$ cat src/tstd_pkg.sv
// Package for the touch strip swipe/tap detector: shared types, register codes,
// event codes and reset values of the configuration registers.
// No dependencies.
package tstd_pkg;

    localparam int CFG_ADDR_W = 3;
    localparam int CFG_DATA_W = 16;

    typedef enum logic [CFG_ADDR_W-1:0] {
        CFG_TOUCH_LEVEL  = 3'd0,
        CFG_DRIFT_SHIFT  = 3'd1,
        CFG_SWIPE_WINDOW = 3'd2,
        CFG_TAP_WINDOW   = 3'd3,
        CFG_ABANDON      = 3'd4
    } cfg_addr_t;

    typedef enum logic [1:0] {
        KEY_NONE        = 2'd0,
        KEY_SCROLL_DOWN = 2'd1,
        KEY_SCROLL_UP   = 2'd2,
        KEY_TAP         = 2'd3
    } key_event_t;

    typedef enum logic {
        REQ_SAMPLE    = 1'b0,
        REQ_CALIBRATE = 1'b1
    } req_type_t;

    typedef struct packed {
        logic [11:0] touch_level;
        logic [3:0]  drift_shift;
        logic [15:0] swipe_window_ms;
        logic [15:0] tap_window_ms;
        logic [15:0] abandon_ms;
    } cfg_t;

    localparam logic [11:0] RST_TOUCH_LEVEL  = 12'd40;
    localparam logic [3:0]  RST_DRIFT_SHIFT  = 4'd4;
    localparam logic [15:0] RST_SWIPE_WINDOW = 16'd300;
    localparam logic [15:0] RST_TAP_WINDOW   = 16'd180;
    localparam logic [15:0] RST_ABANDON      = 16'd900;

    typedef struct packed {
        req_type_t   req_type;
        logic [2:0]  pad_index;
        logic [11:0] charge_count;
        logic [31:0] now_ms;
        logic        scan_end;
    } item_t;

    // state update and result of one word
    typedef struct packed {
        logic        baseline_we;
        logic [11:0] baseline_wdata;
        logic        active_we;
        logic        active_wdata;
        logic        first_valid;
        logic        first_pad_we;
        logic        first_time_we;
        key_event_t  key_event;
        logic        pad_touched;
    } upd_t;

endpackage

$ cat src/tstd_decide.sv
// Touch decision, baseline drift and swipe/tap/abandon logic for one word.
// Purely combinational; depends on tstd_pkg.
module tstd_decide import tstd_pkg::*; #(
    parameter int PAD_COUNT = 5
) (
    input  item_t                          item,
    input  cfg_t                           cfg,
    input  logic [11:0]                    baseline,
    input  logic                           active,
    input  logic                           first_valid,
    input  logic [$clog2(PAD_COUNT)-1:0]   first_pad,
    input  logic [31:0]                    first_time_ms,
    output upd_t                           upd
);

    localparam int PAD_W = $clog2(PAD_COUNT);

    logic [PAD_W-1:0]   idx;
    logic               in_range;
    logic signed [12:0] diff;
    logic signed [12:0] drift;
    logic signed [12:0] new_base;
    logic               touched;
    logic [31:0]        elapsed;
    logic               in_swipe;
    logic               in_tap;
    logic               over_abandon;
    logic               fv;
    logic               set_first;

    assign idx          = PAD_W'(item.pad_index);
    assign in_range     = 32'(item.pad_index) < 32'(PAD_COUNT);
    assign diff         = $signed({1'b0, item.charge_count}) - $signed({1'b0, baseline});
    assign touched      = diff > $signed({1'b0, cfg.touch_level});
    assign drift        = diff >>> cfg.drift_shift;
    assign new_base     = $signed({1'b0, baseline}) + drift;
    assign elapsed      = item.now_ms - first_time_ms;
    assign in_swipe     = elapsed < {16'd0, cfg.swipe_window_ms};
    assign in_tap       = elapsed < {16'd0, cfg.tap_window_ms};
    assign over_abandon = elapsed > {16'd0, cfg.abandon_ms};

    always_comb begin
        upd             = '0;
        upd.key_event   = KEY_NONE;
        upd.first_valid = first_valid;
        fv              = first_valid;
        set_first       = 1'b0;
        if (in_range) begin
            unique case (item.req_type)
                REQ_CALIBRATE: begin
                    upd.baseline_we    = 1'b1;
                    upd.baseline_wdata = item.charge_count;
                    upd.pad_touched    = active;
                end
                REQ_SAMPLE: begin
                    upd.baseline_we    = !touched;
                    upd.baseline_wdata = new_base[11:0];
                    if (touched && !active) begin
                        if (!fv) begin
                            fv                = 1'b1;
                            set_first         = 1'b1;
                            upd.first_pad_we  = 1'b1;
                            upd.first_time_we = 1'b1;
                        end else if (in_swipe) begin
                            if (idx > first_pad) begin
                                upd.key_event = KEY_SCROLL_DOWN;
                            end else if (idx < first_pad) begin
                                upd.key_event = KEY_SCROLL_UP;
                            end
                            upd.first_pad_we = 1'b1;
                        end
                    end
                    if (!touched && active && fv && first_pad == idx && in_tap) begin
                        upd.key_event = KEY_TAP;
                        fv            = 1'b0;
                    end
                    upd.active_we    = 1'b1;
                    upd.active_wdata = touched;
                    // a first pad set by this word has zero elapsed time
                    if (item.scan_end && fv && !set_first && over_abandon) begin
                        fv = 1'b0;
                    end
                    upd.first_valid = fv;
                    upd.pad_touched = touched;
                end
                default: begin
                    upd.pad_touched = 1'b0;
                end
            endcase
        end
    end

endmodule

$ cat src/touch_strip_swipe_tap_detector_unit.sv
// Top level of the touch strip swipe/tap detector: stream ports, config
// registers, per-pad state and pipeline registers.
// Depends on tstd_pkg and tstd_decide.
//
// Usage:
//   Input stream (s_*): one word per pad measurement. s_tuser is the request
//   kind (sample or calibrate), s_tlast marks the last pad of a scan.
//   Output stream (m_*): exactly one word per input word, in order, carrying
//   the key event and the touched decision of the addressed pad.
//   Config port: cfg_wr_en writes cfg_wr_data to register cfg_addr;
//   write only while no word is in flight. Unknown addresses are ignored.
// Timing:
//   A word is registered at the input, evaluated and written to the output
//   register when the output stage can take it (empty, or m_tready high).
//   Throughput is one word per cycle while m_tready stays high; the per-pad state is updated in the
//   same cycle as the output register, so consecutive words see it directly.
// Reset (aresetn, synchronous): config returns to defaults, all pads untouched,
//   no first pad, both stages empty. Pad baselines must be calibrated again.
// Stall: while m_tready is low the output word holds; one more word can wait
//   in the input register, after which s_tready drops.
module touch_strip_swipe_tap_detector_unit import tstd_pkg::*; #(
    parameter int PAD_COUNT = 5
) (
    input  logic                  aclk,
    input  logic                  aresetn,
    input  logic                  cfg_wr_en,
    input  logic [CFG_ADDR_W-1:0] cfg_addr,
    input  logic [CFG_DATA_W-1:0] cfg_wr_data,
    input  logic                  s_tvalid,
    output logic                  s_tready,
    // [2:0] pad_index, [14:3] charge_count, [46:15] now_ms, [47] zero
    input  logic [47:0]           s_tdata,
    // [0] req_type
    input  logic                  s_tuser,
    input  logic                  s_tlast,
    output logic                  m_tvalid,
    input  logic                  m_tready,
    // [1:0] key_event, [2] pad_touched, [7:3] zero
    output logic [7:0]            m_tdata
);

    localparam int PAD_W = $clog2(PAD_COUNT);

    cfg_t             cfg_reg;
    logic             in_valid_reg;
    item_t            in_item_reg;
    logic             out_valid_reg;
    key_event_t       out_key_reg;
    logic             out_touched_reg;
    logic [11:0]      baseline_reg [PAD_COUNT];
    logic [PAD_COUNT-1:0] active_reg;
    logic             first_valid_reg;
    logic [PAD_W-1:0] first_pad_reg;
    logic [31:0]      first_time_reg;

    item_t            s_item;
    logic             adv;
    logic [PAD_W-1:0] idx;
    upd_t             upd;

    assign s_item.req_type     = req_type_t'(s_tuser);
    assign s_item.pad_index    = s_tdata[2:0];
    assign s_item.charge_count = s_tdata[14:3];
    assign s_item.now_ms       = s_tdata[46:15];
    assign s_item.scan_end     = s_tlast;

    assign adv      = in_valid_reg && (!out_valid_reg || m_tready);
    assign s_tready = !in_valid_reg || adv;
    assign idx      = PAD_W'(in_item_reg.pad_index);

    always_ff @(posedge aclk) begin
        if (!aresetn) begin
            cfg_reg.touch_level     <= RST_TOUCH_LEVEL;
            cfg_reg.drift_shift     <= RST_DRIFT_SHIFT;
            cfg_reg.swipe_window_ms <= RST_SWIPE_WINDOW;
            cfg_reg.tap_window_ms   <= RST_TAP_WINDOW;
            cfg_reg.abandon_ms      <= RST_ABANDON;
        end else if (cfg_wr_en) begin
            unique case (cfg_addr)
                CFG_TOUCH_LEVEL:  cfg_reg.touch_level     <= cfg_wr_data[11:0];
                CFG_DRIFT_SHIFT:  cfg_reg.drift_shift     <= cfg_wr_data[3:0];
                CFG_SWIPE_WINDOW: cfg_reg.swipe_window_ms <= cfg_wr_data;
                CFG_TAP_WINDOW:   cfg_reg.tap_window_ms   <= cfg_wr_data;
                CFG_ABANDON:      cfg_reg.abandon_ms      <= cfg_wr_data;
                default: ;
            endcase
        end
    end

    always_ff @(posedge aclk) begin
        if (!aresetn) begin
            in_valid_reg <= 1'b0;
        end else if (s_tready) begin
            in_valid_reg <= s_tvalid;
        end
    end

    always_ff @(posedge aclk) begin
        if (s_tvalid && s_tready) begin
            in_item_reg <= s_item;
        end
    end

    tstd_decide #(
        .PAD_COUNT (PAD_COUNT)
    ) u_decide (
        .item          (in_item_reg),
        .cfg           (cfg_reg),
        .baseline      (baseline_reg[idx]),
        .active        (active_reg[idx]),
        .first_valid   (first_valid_reg),
        .first_pad     (first_pad_reg),
        .first_time_ms (first_time_reg),
        .upd           (upd)
    );

    always_ff @(posedge aclk) begin
        if (!aresetn) begin
            out_valid_reg   <= 1'b0;
            active_reg      <= '0;
            first_valid_reg <= 1'b0;
            first_pad_reg   <= '0;
            first_time_reg  <= '0;
        end else begin
            if (adv) begin
                out_valid_reg   <= 1'b1;
                first_valid_reg <= upd.first_valid;
                if (upd.active_we) begin
                    active_reg[idx] <= upd.active_wdata;
                end
                if (upd.first_pad_we) begin
                    first_pad_reg <= idx;
                end
                if (upd.first_time_we) begin
                    first_time_reg <= in_item_reg.now_ms;
                end
            end else if (m_tready) begin
                out_valid_reg <= 1'b0;
            end
        end
    end

    always_ff @(posedge aclk) begin
        if (adv) begin
            out_key_reg     <= upd.key_event;
            out_touched_reg <= upd.pad_touched;
            if (upd.baseline_we) begin
                baseline_reg[idx] <= upd.baseline_wdata;
            end
        end
    end

    assign m_tvalid = out_valid_reg;
    assign m_tdata  = {5'd0, out_touched_reg, out_key_reg};

`ifndef SYNTHESIS
    a_tap_clears_first: assert property (@(posedge aclk) disable iff (!aresetn)
        adv && upd.key_event == KEY_TAP |=> !first_valid_reg)
        else $error("tap did not clear first pad");

    a_scroll_needs_first: assert property (@(posedge aclk) disable iff (!aresetn)
        adv && (upd.key_event == KEY_SCROLL_DOWN || upd.key_event == KEY_SCROLL_UP)
        |-> first_valid_reg)
        else $error("scroll without first pad");

    a_held_word_kept: assert property (@(posedge aclk) disable iff (!aresetn)
        in_valid_reg && !adv |=> in_valid_reg && $stable(in_item_reg))
        else $error("waiting input word lost");

    a_out_of_range_no_state: assert property (@(posedge aclk) disable iff (!aresetn)
        adv && 32'(in_item_reg.pad_index) >= 32'(PAD_COUNT)
        |=> $stable(active_reg) && $stable(first_valid_reg))
        else $error("out of range pad changed state");

    a_calibrate_quiet: assert property (@(posedge aclk) disable iff (!aresetn)
        adv && in_item_reg.req_type == REQ_CALIBRATE |-> upd.key_event == KEY_NONE)
        else $error("calibrate produced an event");
`endif

endmodule
$ cat config.mk
export PLATFORM = sky130hd
export DESIGN_NAME = touch_strip_swipe_tap_detector_unit
export DESIGN_NICKNAME = d
export VERILOG_FILES = /design/src/tstd_pkg.sv /design/src/tstd_decide.sv /design/src/touch_strip_swipe_tap_detector_unit.sv
export SDC_FILE = /design/constraint.sdc
export NUM_CORES = 1
export LEC_CHECK = 0
export ABC_AREA = 1
export BUFFER_PORTS_ARGS = -buffer_cell sky130_fd_sc_hd__buf_4
export CORE_UTILIZATION = 60
export DETAILED_ROUTE_END_ITERATION = 6
export PLACE_DENSITY_LB_ADDON = 0.25
export SETUP_SLACK_MARGIN = 0.05
export SYNTH_ARGS = -nofsm -noshare
export SYNTH_HDL_FRONTEND = slang
export SYNTH_SLANG_ARGS = --single-unit
$ cat constraint.sdc
create_clock -name aclk -period 7.5 [get_ports aclk]
set_input_delay 0.375 -clock aclk [delete_from_list [all_inputs] [get_ports aclk]]
set_output_delay 0.375 -clock aclk [all_outputs]
set_load 0.01 [all_outputs]
# Yosys cells after proc, flatten, opt, wreduce, memory -nomap -nowiden
# Memory sizes are Yosys's and may differ from the RTL's. A register that Yosys moved wholly into a read port is not among the register bits.
# Cells that the tools add are included.
# Widths: inputs -> output; s select.
# totals
n_memories	1
regBits	159
wordCells	103
inputBits	74
ram_bits	60
# op_classes
n_eq_ne	5
shift	1
n_bitwise	2
muxes	34
n_lt_le_gt_ge	9
reduce_logical	30
n_addsub	3
# memory_table
name	words	width	read_ports	rd_ports_with_merged_regs	wr	line	rtl
baseline_reg	5	12	1	1	1	touch_strip_swipe_tap_detector_unit.sv:50	logic [11:0] baseline_reg [PAD_COUNT];
# ops
cell	n
$lt 32x16->1	2
$gt 32x16->1	1
$sub 32x32->32	1
$pmux 13 s2	1
$mux 21	1
$mux 1	20
$reduce_and 2->1	8
$gt 13x13->1	1
$sshr 13x4->12	1
$sub 12x12->13	1
$add 12x12->12	1
$logic_and 1x1->1	11
$mux 2	5
$mux 7	1
$eq 3x2->1 const B	2
$bwmux 5	1
$logic_not 1->1	5
$lt 3x4->1 const B	1
$mux 4	1
$bmux 1 s3	1
$demux 1 s3	1
$eq 3x1->1 const B	1
$eq 3x3->1	1
$eq 3x3->1 const B	1
other kinds (12)	14

# Depth between registers and ports, before layout
# logic_depth
depth_word	22
mapped_depth	41

# Cells and area by module
# Synthesis repeated with hierarchy kept, for this count alone.
# hier_totals
cells_unflattened	1888
hier_area_um2	14073.5
# modules_own_cells
mod	instances	cells_each	area_each_um2
touch_strip_swipe_tap_detector_unit	1	768	8067.7
tstd_decide	1	1120	6005.8

# Least setup slack after synthesis
# No wires, ideal clock.
# synth_timing
path_type	reg-to-reg
startpoint	reg (tool-made name)
endpoint	mem baseline_reg[0][10], data pin
path_slack_ns	2.565
required_time_ns	7.240
setup_time_ns	0.260
stages_incl_launch_ff	40
arrival_time_ns	4.675
path_cell_list	dfxtp_1 -> inv_1 -> clkbuf_1 -> nor2_1 -> o32ai_1 -> nand2_1 -> o21ai_0 -> inv_1 -> ha_1 -> a21oi_1 -> nand2_1 -> a21oi_1 -> o21ai_1 -> nand2_1 -> nand2_1 -> xor2_1 -> nand2_1 -> nand2_1 -> [... 4 more ...] -> ha_1 -> inv_1 -> fa_1 -> nand3b_1 -> nand2_1 -> nand2_1 -> nand2_1 -> a21oi_1 -> nor2_1 -> o21ai_0 -> nand2_1 -> nand2_1 -> a21boi_0 -> nor2_1 -> nand2_1 -> nand3_1 -> nand2_1 -> inv_1
# synth_lines
item	line
end, declared	touch_strip_swipe_tap_detector_unit.sv:50

==> summary.md <==
| Metric | Value |
|---|---|
| Core area | 22030 sq um |
| Yosys reg bits | 222 |
| Tcrit/Tclk final | 0.8186 |
| Number of port buffers | 77 |
| Hold WC Path Type | input pin to flip-flop |
| P_leak | 6.978 nW |
| Detail Route Antenna Nets | 0 |
| Initial Utilization | 0.6175 |
| DR vias | 11620 |
| CTS buffer count | 25 |
| Most common cell on crit path | nand2_1 |
| Number of flops mapped to enable cells by yosys | 112 |
| Least-Margin Pin Slew | 1.134 ns |
| Fraction of layout cells with a size suffix above 1 | 0.09261 |
| Post-synthesis async set-or-reset flop share | 0 |
| First-pass GRT wire length | 53.62 mm |
| PD cells | 229.2 nW/um^2 |
| Post-CTS Hold Fix Bufs | 0 |
| Maxcap violations | 0 |
| ANT cells | 0 |
| Arr. time, crit path | 6.41 ns |
| Wire per inst | 14.97 um |
| Type of origin of the critical path | flip-flop |
| # nets final | 2043 |
| Total track usage | 0.2831 |
| DRC Markers | 1 |
| Netlist Area Pre-Place | 13600 sq um |
| Die ar. | 23280 sq um |
| Failing checks | design-rule violations |
| Max Slew Vio Count | 0 |
| Worst skew pair latency | 0.53 ns |
| Die width | 152.6 um |
| Slowest CP cell | inv_1 |
| RSZ-0062 raised after global routing | false |
| Std-Cell Rows | 54 |
| Final Hold Fails | 0 |
| Gpl congestion | 0.9664 |
| Crit-path max FO | 25 |
| Seq/Total Area, Yosys | 0.4092 |
| Cell variety after synth | 50 |
| Placed instance count | 2102 |
| Max reg flops | 64 |
| Syn_area_per_cell | 7.654 sq um |
| CTS tree | yes |
| Htree depth | 1 |
| CTS resizes | 0 |
| Initial DRT Pass Iterations | 7 |
| Setup Buffers After CTS | 0 |
| DR vias/cell | 5.411 |
| Commonest non-fill, non-tap cell in the layout | nand2_1 |
| Data required, critical path | 7.77 ns |
| Clock skew | 0.02279 ns |
| Worst rel slew slack | 0.2440 |
| Clock-pin slew on the worst setup and hold paths | 0.06 ns |
| Clk buf depth | 3 |
| Final Non-Filler Cells | 2148 |
| Area Growth Syn to Fin | 11.90% |
| CTS sink cnt | 222 |
| CTS root buffer | clkbuf_16 |
| Peak supply drop | 192.9 uV |
| Grt total ovfl | 0 |
| Ys Warns | 0 |
| CP endpoint kind | flip-flop |
| Slowest Stage Delay on Critical Path | 0.57 ns |
| WS Path Type | flip-flop to flip-flop |
| DIE HEIGHT | 152.6 um |
| DP Wirelength | 24.74 mm |
| Via count of the first global-routing pass | 11320 |
| Most common flop cell mapped by yosys | edfxtp_1 |
| Drt first-iter violations | 716 |
| Final Setup Violations | 0 |
| Fin Setup TNS | 0 ns |
| Fmax | 162.9 MHz |
| Gate Count Post-Synth | 1777 |
| Commonest cells after routing, fill and taps aside | 409 x nand2_1, 286 x inv_1, 156 x a21oi_1, 145 x o21ai_0, 133 x nor2_1 |
| Largest net degree at the start of global routing | 63 |
| Period minus WS final | 6.140 ns |
| Initial antenna violation count | 0 |
| Boundary Pins | 84 |
| Routed WL | 32.16 mm |
| Status | complete, but fails checks |
routing by layer:
layer / wire length [um] / track usage
met3: 1183 / 0.02929
met2: 15840 / 0.5107
met5: 0 / 0
met1: 13680 / 0.3413
met4: 1452 / 0.1255
power by group:
group	internal, mW	switching [mW]
Combinational	0.338	0.593
Clock	0.701	0.489
Sequential	1.34	0.0244
per-stage QoR:
stage | hold slack, ns | utilization | setup WS [ns] | total power [mW] | cell area (sq um)
global route | 0.005060 | 0.6910 | 0.6693 | 3.698 | 15220
floorplan | 0.4331 | - | 2.565 | 2.064 | 13620
detailed placement | 0.4499 | 0.6543 | 1.416 | 2.313 | 14410
global placement | 0.4428 | 0.6543 | 1.503 | 2.287 | 14410
finish | 0.02163 | 0.6910 | 1.360 | 3.489 | 15220
CTS | 0.004988 | 0.6910 | 1.392 | 3.505 | 15220
kinds of logic (layout without fill, tap and decap cells):
family	Yosys count	after routing	share of synthesized area
and+or+nand+nor	692	692	0.2155
AOI/OAI and AO/OA	369	369	0.1483
buffers and inverters	347	434	0.09787
DFF	222	222	0.4092
adders and majority gates	120	120	0.1120
xor gates and xnor gates	25	25	0.01610
other	1	5	0.0002757
muxes	1	1	0.0007359
area by class of cell:
cell class	instances	area [sq um]
Sequential cell	222	5565
Fill cell	1874	6805
Clock inverter	13	143.9
Clock buffer	33	665.6
Timing Repair Buffer	85	638.1
Multi-Input combinational cell	1212	6720
Inverter	303	1137
Tap cell	280	350.3
critical path, delay by kind of cell (launching register included):
kind                     cells  cell delay (ns)
AO/OA/AOI/OAI               12             1.93
flip-flops                   1             0.29
AND/OR/NAND/NOR             16             1.44
adder cells (fa/ha/maj)      3             0.94
XOR/XNOR                     1             0.26
buffers and inverters        5             0.99
synthesized netlist by cell type, types with 13 or more instances:
| cell | number | area share |
|---|---|---|
| dfxtp_1 | 110 | 0.16 |
| o211ai_1 | 17 | 0.0094 |
| a21oi_1 | 156 | 0.057 |
| xor2_1 | 20 | 0.013 |
| edfxtp_1 | 112 | 0.25 |
| nand2_2 | 13 | 0.0060 |
| nand4_1 | 20 | 0.0092 |
| inv_2 | 13 | 0.0036 |
| ha_1 | 117 | 0.11 |
| nand3_1 | 64 | 0.024 |
| nor2_1 | 133 | 0.037 |
| o21ai_0 | 145 | 0.053 |
| nor3_1 | 13 | 0.0048 |
| clkbuf_1 | 31 | 0.0086 |
| nand2_1 | 409 | 0.11 |
| inv_1 | 287 | 0.079 |
path summary, 6_finish.rpt:
path,startpoint,to,slack [ns],depth (start not counted)
worst min-delay path,s_tdata[4],in_item_reg[34],0.02,1
worst max register to register,flip-flop,baseline_reg[0][10],1.36,37
worst max-delay path,flip-flop,baseline_reg[0][10],1.36,37
worst min register to register,first_time_reg[14],first_time_reg[14],0.45,2
Power figures use the tool's default switching activity.
